$ cat config.mk
export PLATFORM = sky130hd
export DESIGN_NAME = lgs_cell_rule
export DESIGN_NICKNAME = d
export VERILOG_FILES = /design/src/rtl/lgs_cell_rule.sv
export SDC_FILE = /design/constraint.sdc
export NUM_CORES = 1
export LEC_CHECK = 0
export BUFFER_PORTS_ARGS = -buffer_cell sky130_fd_sc_hd__buf_2
export CAP_MARGIN = 10
export CORE_AREA = 2 2 39 41
export DETAILED_ROUTE_END_ITERATION = 8
export DIE_AREA = 0 0 41 43
export GPL_ROUTABILITY_DRIVEN = 0
export PLACE_DENSITY = 0.42
export SYNTH_ARGS = -nofsm -noshare
export SYNTH_HDL_FRONTEND = slang
export SYNTH_SLANG_ARGS = --single-unit
export TNS_END_PERCENT = 100
$ cat constraint.sdc
create_clock -name vclk -period 5.8
set_clock_uncertainty 0.2 [all_clocks]
set_input_delay 1.16 -clock vclk [all_inputs]
set_output_delay 1.16 -clock vclk [all_outputs]
set_load 0.03 [all_outputs]
$ cat src/rtl/lgs_cell_rule.sv
// ----------------------------------------------------------------------------
// lgs_cell_rule
// Neighbor count and survival rule for one cell of a 3x3 window.
// ----------------------------------------------------------------------------
module lgs_cell_rule (
  input  logic [2:0] up_win,   // bit 0 left, bit 1 center, bit 2 right
  input  logic [2:0] mid_win,
  input  logic [2:0] dn_win,
  output logic       next_cell
);

  logic [3:0] count;

  always_comb begin
    count = 4'(up_win[0]) + 4'(up_win[1]) + 4'(up_win[2])
          + 4'(mid_win[0]) + 4'(mid_win[2])
          + 4'(dn_win[0]) + 4'(dn_win[1]) + 4'(dn_win[2]);
    if (mid_win[1]) begin
      next_cell = (count == 4'd2) || (count == 4'd3);
    end else begin
      next_cell = (count == 4'd3);
    end
  end

endmodule

==> reports/qor.txt <==
Crit Path Max Fanout -> 3
Syn_nets -> 39
Seq cells -> 0
CP Data Arrival Time -> 4050 ps
Avg WL per Cell -> 5.82 um
Sequential fraction of design power -> 0%
Part of the Yosys area used for sequential elements -> 0%
Outcome -> finished clean
Initial Util -> 14.5%
CP delay by family, top -> adder cells
Die X -> 41 um
Drt total wl -> 285 um
First drt pass iteration count -> 1
Number of antenna diodes -> 0
Final design utilization -> 19.5%
Total core area -> 1380 um^2
Hold_buf cts -> 0
First-pass GRT wire length -> 462 um
Int Pwr -> 18.2 uW
Grt total ovfl -> 0
Worst min-delay path category -> in -> out
Synthesized area -> 200 um^2
Clock share of power -> 0%
Post-layout power -> 42.0 uW
Crit path time final -> 5410 ps
Setup TNS -> 0 ps
Hold Path Origin -> mid_win[1]
GR Util All Layers -> 3.41%
Synth cell types -> 8
Comb power frac -> 100.0%
Final WS setup -> 386 ps
Placed instance count -> 49
Post-route clock period utilization -> 93.3%
Slew headroom -> 83.6%
Vias in the first global route -> 133
Max_cap viols -> 0
Final hold violation count -> 0
Worst setup EP type -> output pin
Initial antenna violation count -> 0
Die area -> 1760 um^2
Least-Margin Pin Slew -> 244 ps
Final ANT Viol Nets -> 0
Height of the chip -> 43 um
Pre-CTS WS -> 362 ps
Post-detail-place hpwl -> 291 um
Sw Share -> 56.5%
Critical Path Source -> up_win[0]
Post-detailed-route DRC marker count -> 0
Dpl cell area -> 270 um^2
Syn Inst Count -> 23
DR vias -> 162
Most frequent CP cell -> fa_1
Total power divided by cell area -> 155 nW/um^2
Resized Gates After CTS -> 0
Slowest Stage Delay on Critical Path -> 550 ps
Setup violations, final -> 0
# fillers -> 163
Crit Path Category -> in -> out
Via-per-instance ratio -> 3.31
Peak VDD IR -> 0.0321 mV
Ratio of cells with drive above 1 in the final layout -> 33.3%
Crit-path cells -> buf_2 > inv_1 > fa_1 > fa_1 > fa_1 > inv_1 > ha_1 > fa_1 > o211a_1 > a211oi_2 > buf_2
Non-Filler Instances -> 49
Count of clock buffers in the final design -> 0
Setup Fix Bufs, Post-CTS -> 0
Required @ worst endpoint -> 4440 ps
Cell Rows -> 14
Worst hold slack -> 2640 ps
Register area -> 0 um^2
Syn_area_per_cell -> 8.70 um^2
Slowest-stage cell, CP -> fa_1
P_leak -> 0.172 nW
CP Buf/Inv Count -> 4
Nets -> 51
Final Cell Area -> 270 um^2
Max Slew Vio Count -> 0
NetSw -> 23.7 uW
Area growth syn-to-layout -> 35.0%
PortBufs -> 10
Max Clk Rate -> 185 MHz
I/O pin count -> 10
Critical path startpoint category -> primary input
RSZ-0062 raised after global routing -> no
Largest net degree at the start of global routing -> 4
Initial drt markers -> 0
Synth Warn # -> 0
==> cell usage after synthesis (all sizes together) <==
library cell / count / area share (%)
o211a: 1 / 5.0
inv: 11 / 21
or2: 1 / 3.1
ha: 3 / 19
nand3b: 1 / 3.8
a211oi: 1 / 6.2
o21ai: 1 / 2.5
fa: 4 / 40
==> cells by family (layout without fill, tap and decap cells) <==
logic type                 after synthesis  after routing  synth area share (%)
and+or+nand+nor                          2              2                  6.88
AOI/OAI and AO/OA                        3              3                  13.7
buffers and inverters                   11             21                  20.6
adders and majority gates                7              7                  58.8
==> power groups by stage <==
| stage | logic, mW | clock network [mW] | registers, mW |
|---|---|---|---|
| global route | 0.0497 | 0 | 0 |
| CTS | 0.0438 | 0 | 0 |
| global placement | 0.0435 | 0 | 0 |
| detailed placement | 0.0435 | 0 | 0 |
| finish | 0.0420 | 0 | 0 |
| floorplan | 0.0322 | 0 | 0 |
==> final cells by class <==
type / count / area, um^2 / area share (%)
inverters: 11 / 41.3 / 15.3
multi-input cells: 12 / 159 / 58.8
well taps: 16 / 20.0 / 7.41
repair buffers: 10 / 50.0 / 18.5
==> metal layers <==
metal | track usage, % | share of wire (%) | up-vias
li1 | - | - | 88
met3 | 0 | 10 | 0
met5 | 0 | 0 | -
met2 | 5.31 | 40 | 6
met4 | 0 | 0 | 0
met1 | 5.45 | 49 | 68
==> layout by cell type, fill, tap and decap left out, drive strengths merged <==
cell    count
inv        11
buf        10
fa          4
ha          3
or2         1
nand3b      1
o211a       1
o21ai       1
a211oi      1
==> worst paths after layout <==
kind	endpoint	depth (start not counted)	slack, ps
max	next_cell	11	390
min	next_cell	4	2640
==> worst min-delay path, cell delays in order <==
cell and delay (ps):
buf_2 70, o21ai_0 90, a211oi_2 140, buf_2 210
Note: power is estimated with default switching activity, not from simulation.
