### src/rtl/lgs_pkg.sv
// ----------------------------------------------------------------------------
// lgs_pkg
// Shared constants and types for the life grid generation step core.
// ----------------------------------------------------------------------------
package lgs_pkg;

  localparam int MAX_COLS = 64;
  localparam int MAX_ROWS = 64;
  localparam int COL_W    = $clog2(MAX_COLS);
  localparam int ROW_W    = $clog2(MAX_ROWS);
  localparam int SIZE_W   = 7;

  // item kinds
  localparam logic [1:0] FUNC_WRITE = 2'd0;
  localparam logic [1:0] FUNC_READ  = 2'd1;
  localparam logic [1:0] FUNC_STEP  = 2'd2;

  // configuration register indexes
  localparam logic [1:0] CFG_WIDTH  = 2'd0;
  localparam logic [1:0] CFG_HEIGHT = 2'd1;

  typedef logic [MAX_COLS-1:0] row_t;

  typedef struct packed {
    logic             en;
    logic [ROW_W-1:0] addr;
  } row_rd_t;

  typedef struct packed {
    logic             en;
    logic [ROW_W-1:0] addr;
    row_t             data;
  } row_wr_t;

endpackage

### src/rtl/lgs_row_store.sv
// ----------------------------------------------------------------------------
// lgs_row_store
// Cell grid held as one row per memory word, with a valid bit per row.
// ----------------------------------------------------------------------------
module lgs_row_store (
  input  logic             clk,
  input  logic             rst,
  input  lgs_pkg::row_rd_t rd,
  input  lgs_pkg::row_wr_t wr,
  output lgs_pkg::row_t    rd_row
);

  lgs_pkg::row_t                 mem [lgs_pkg::MAX_ROWS];
  logic [lgs_pkg::MAX_ROWS-1:0]  row_valid;
  lgs_pkg::row_t                 rd_q;
  logic                          rd_valid_q;

  always_ff @(posedge clk) begin
    if (wr.en) begin
      mem[wr.addr] <= wr.data;
    end
    if (rd.en) begin
      rd_q <= mem[rd.addr];
    end
  end

  // a row never written since reset reads as all dead
  always_ff @(posedge clk) begin
    if (rst) begin
      row_valid  <= '0;
      rd_valid_q <= 1'b0;
    end else begin
      if (wr.en) begin
        row_valid[wr.addr] <= 1'b1;
      end
      if (rd.en) begin
        rd_valid_q <= row_valid[rd.addr];
      end
    end
  end

  assign rd_row = rd_valid_q ? rd_q : '0;

endmodule

### config.mk
export PLATFORM = sky130hd
export DESIGN_NAME = lgs_row_store
export DESIGN_NICKNAME = d
export VERILOG_FILES = /design/src/rtl/lgs_pkg.sv /design/src/rtl/lgs_row_store.sv
export SDC_FILE = /design/constraint.sdc
export NUM_CORES = 2
export LEC_CHECK = 0
export BUFFER_PORTS_ARGS = -buffer_cell sky130_fd_sc_hd__buf_2
export CAP_MARGIN = 20
export CORE_MARGIN = 1.5
export CORE_UTILIZATION = 30
export CTS_CLUSTER_SIZE = 20
export DETAILED_ROUTE_END_ITERATION = 6
export MAX_ROUTING_LAYER = met4
export PLACE_DENSITY = 0.46
export SETUP_SLACK_MARGIN = 0.15
export SLEW_MARGIN = 10
export SYNTH_ARGS = -nofsm -noshare
export SYNTH_HDL_FRONTEND = slang
export SYNTH_SLANG_ARGS = --single-unit
### constraint.sdc
create_clock -name clk -period 18.02 [get_ports clk]
set_input_delay 1.802 -clock clk [delete_from_list [all_inputs] [get_ports clk]]
set_output_delay 1.802 -clock clk [all_outputs]
set_load 0.05 [all_outputs]
==> results.ini <==
[global_routing]
antenna_found_initial=63
grt_pass1_wl_mm=676
first_global_vias=76400
grtUsageTotal=0.188
grt_max_degree=114
grt-ovfl-total=0

[route]
num_vias=75200
drcViolationCount=0
firstDrtPassIters=5
wl_per_cell_um=35.1
routed_wl_mm=501
ant_nets=0
vias_per_cell=5.27
drtIter0Drc=9589

[sta]
finalHoldViolCount=0
fin_worst_skew_ns=0.0390
max_freq_ghz=0.159
setup_slack_ns=11.74
worst_pin_slew_ns=1.20
maxSlewViolCount=0
fin_crit_ns=6.28
setup_violations=0
rsz0062_at_grt=false
period_share=0.348
slew_headroom=0.202
fin_tns_setup_ns=0

[yosys]
syn_area_per_cell_um2=25.0
synth_fa_ha_area_frac=0
ys_warn_count=0
synth-edff-count=4160
ys_async_sr_fraction=0
netlist.area_leader.share=0.782
synth-compound-area-share=0.00707
muxShareOfSynthArea=0.182
synth-main-ff-cell=edfxtp_1
synth_top_family_by_area=multiplexers
yosys.cell_types.count=32
netlist_area_um2=160000
yosysMostFrequentCell=edfxtp_1
syn-num-nets=6460
synthXorXnorAreaFrac=0
synth_area_leader_cell=edfxtp_1
synth_area_leaders=edfxtp_1 (78%), mux4_2 (18%), dfxtp_1 (0.81%)
ys_ff_latch=4225
yosys.area_share.simple=0.0103
syn_inst=6380
yosysSeqAreaShare=0.791
yosys-top-cells-count=edfxtp_1 (4160), mux4_2 (1290), nor2_1 (186)

[floorplan]
dieHeight_um=733
io_pins=144
initial_core_util=0.302
rows=267
dieArea_um2=537000
core-area_um2=530000
die_w_um=733

[pwr]
power_density_nw_per_um2=113
p_leak_uw=0.0564
p_total_uw=20900
max-vdd-ir-drop_v=0.0000826

[clocking]
root_buffer=clkbuf_16
htreeDepth=5
hold_buffers=0
clock-sinks=4225
cts_max_path_buffers=4
cts_tree=built
clk_latency_ns=1.01
post_cts_resized=0
post_cts_buffers=0
numCtsBuffers=434
clkTransAtPathRegs_ns=0.06

[placed_design]
place.gp.congestion=0.746
pre_cts_ws_ns=10.69
dpl.hpwl_mm=257
portBuffers=143
dpl_cell_area_um2=170000

[critical_path]
reg2reg_from=mem[7][42]
worstSetupPathType=in2reg
critPathSlowestCell=buf_4
critPathLaunchType=input port
r2r_cells=4
reg2reg_setup_slack_ns=15.69
crit_top_cell=buf_4
critPathMaxStageDelay_ns=0.83
critPathCaptureType=register
crit_fanout=83
crit_chain=buf_8 > buf_4 > buf_4 > buf_4 > buf_4 > mux4_2 > mux4_2 > a22oi_1 > nand2_1
path_buf_inv=5
critPathRequiredTime_ns=18.74
crit_family=buffers and inverters
rr_endpoint=rd_q[42]
cp.arrival_ns=7.00

[min_path]
whs_path_depth=2
hold_end=row_valid[27]
min-delay-start=row_valid[27]
hold_class=reg2reg

[cells_and_area]
fin_nets=6950
fill_cells=48300
multi_input_area_um2=32400
regArea_um2=126000
final_core_util=0.349
finalInstanceArea_um2=185000
drive_above_1_share=0.329
syn_to_final_growth_pct=15.7

[job]
max-cap-violations=0

[outcome]
outcome=complete, no violations

-- worst reg2reg max path, delay by kind of cell (launching register included) --
kind	cells	cell delay, ns
mux	2	0.97
compound gates	1	0.60
flops	1	0.37
simple gates	1	0.12
-- per-layer routing --
layer  vias up  wire (um)  GRT usage
met4         0       9110     0.0327
met3       615      33200     0.0299
met2      2860     244000      0.303
li1      28800          -          -
met1     42900     215000      0.257
met5         -          0          -
-- how the worst max path moves through the flow --
stage | depth (start not counted) | from | endpoint | slack (ns)
floorplan | 3 | wr[70] | mem[40][0] | 10.77
global placement | 9 | rd[2] | rd_q[43] | 10.65
detailed placement | 9 | rd[2] | rd_q[43] | 10.69
CTS | 9 | rd[2] | rd_q[43] | 11.79
global route | 9 | rd[2] | rd_q[45] | 11.67
finish | 9 | rd[2] | rd_q[49] | 11.74
-- cells in the final DEF, fill, tap and decap left out, types with 9 or more instances in the layout --
cell type,synthesis,routed
nand2b_1,9,9
nor2b_1,15,13
nor2_1,186,125
and2_1,66,65
buf_12,0,29
bufinv_16,0,53
nor2_4,0,61
nand3_1,10,10
a22oi_1,130,130
clkbuf_1,170,80
clkinv_1,0,99
clkinvlp_4,0,12
buf_2,95,138
clkinv_2,0,79
dfxtp_1,65,64
diode_2,0,44
clkbuf_16,0,443
nand2_1,73,73
buf_4,11,220
edfxtp_1,4160,4160
mux4_2,1290,1290
-- stage by stage --
| stage | cells | hold slack, ns |
|---|---|---|
| CTS | 14200 | 0.465 |
| floorplan | 6380 | 0.432 |
| detailed placement | 13400 | 0.451 |
| finish | 14300 | 0.462 |
| global route | 14300 | 0.487 |
| global placement | 13400 | 0.442 |
-- flip-flops by register name (all words and copies together), names as in the netlist --
register	count
mem	4096
rd_q	64
rd_valid_q	1
row_valid	64
-- logic make-up (layout without fill, tap and decap cells) --
| family | after synthesis | in the layout |
|---|---|---|
| and+or+nand+nor | 369 | 369 |
| buffers and inverters | 340 | 1185 |
| AOI/OAI and AO/OA | 149 | 149 |
| muxes | 1297 | 1297 |
| DFF | 4225 | 4225 |
| other | 0 | 44 |
-- layout make-up --
cell class	count	area share
flip-flops and latches	4225	0.683
clock buffers	523	0.0616
multi-input cells	1815	0.175
clock inverters	268	0.0151
repair buffers	394	0.0166
diodes	44	0.000596
well taps	6994	0.0474
-- power breakdown --
part	switching, uW	internal (uW)
Clock	3820	5240
Combinational	560	366
Sequential	36.3	10900
Total	4420	16500
Power figures use the tool's default switching activity.
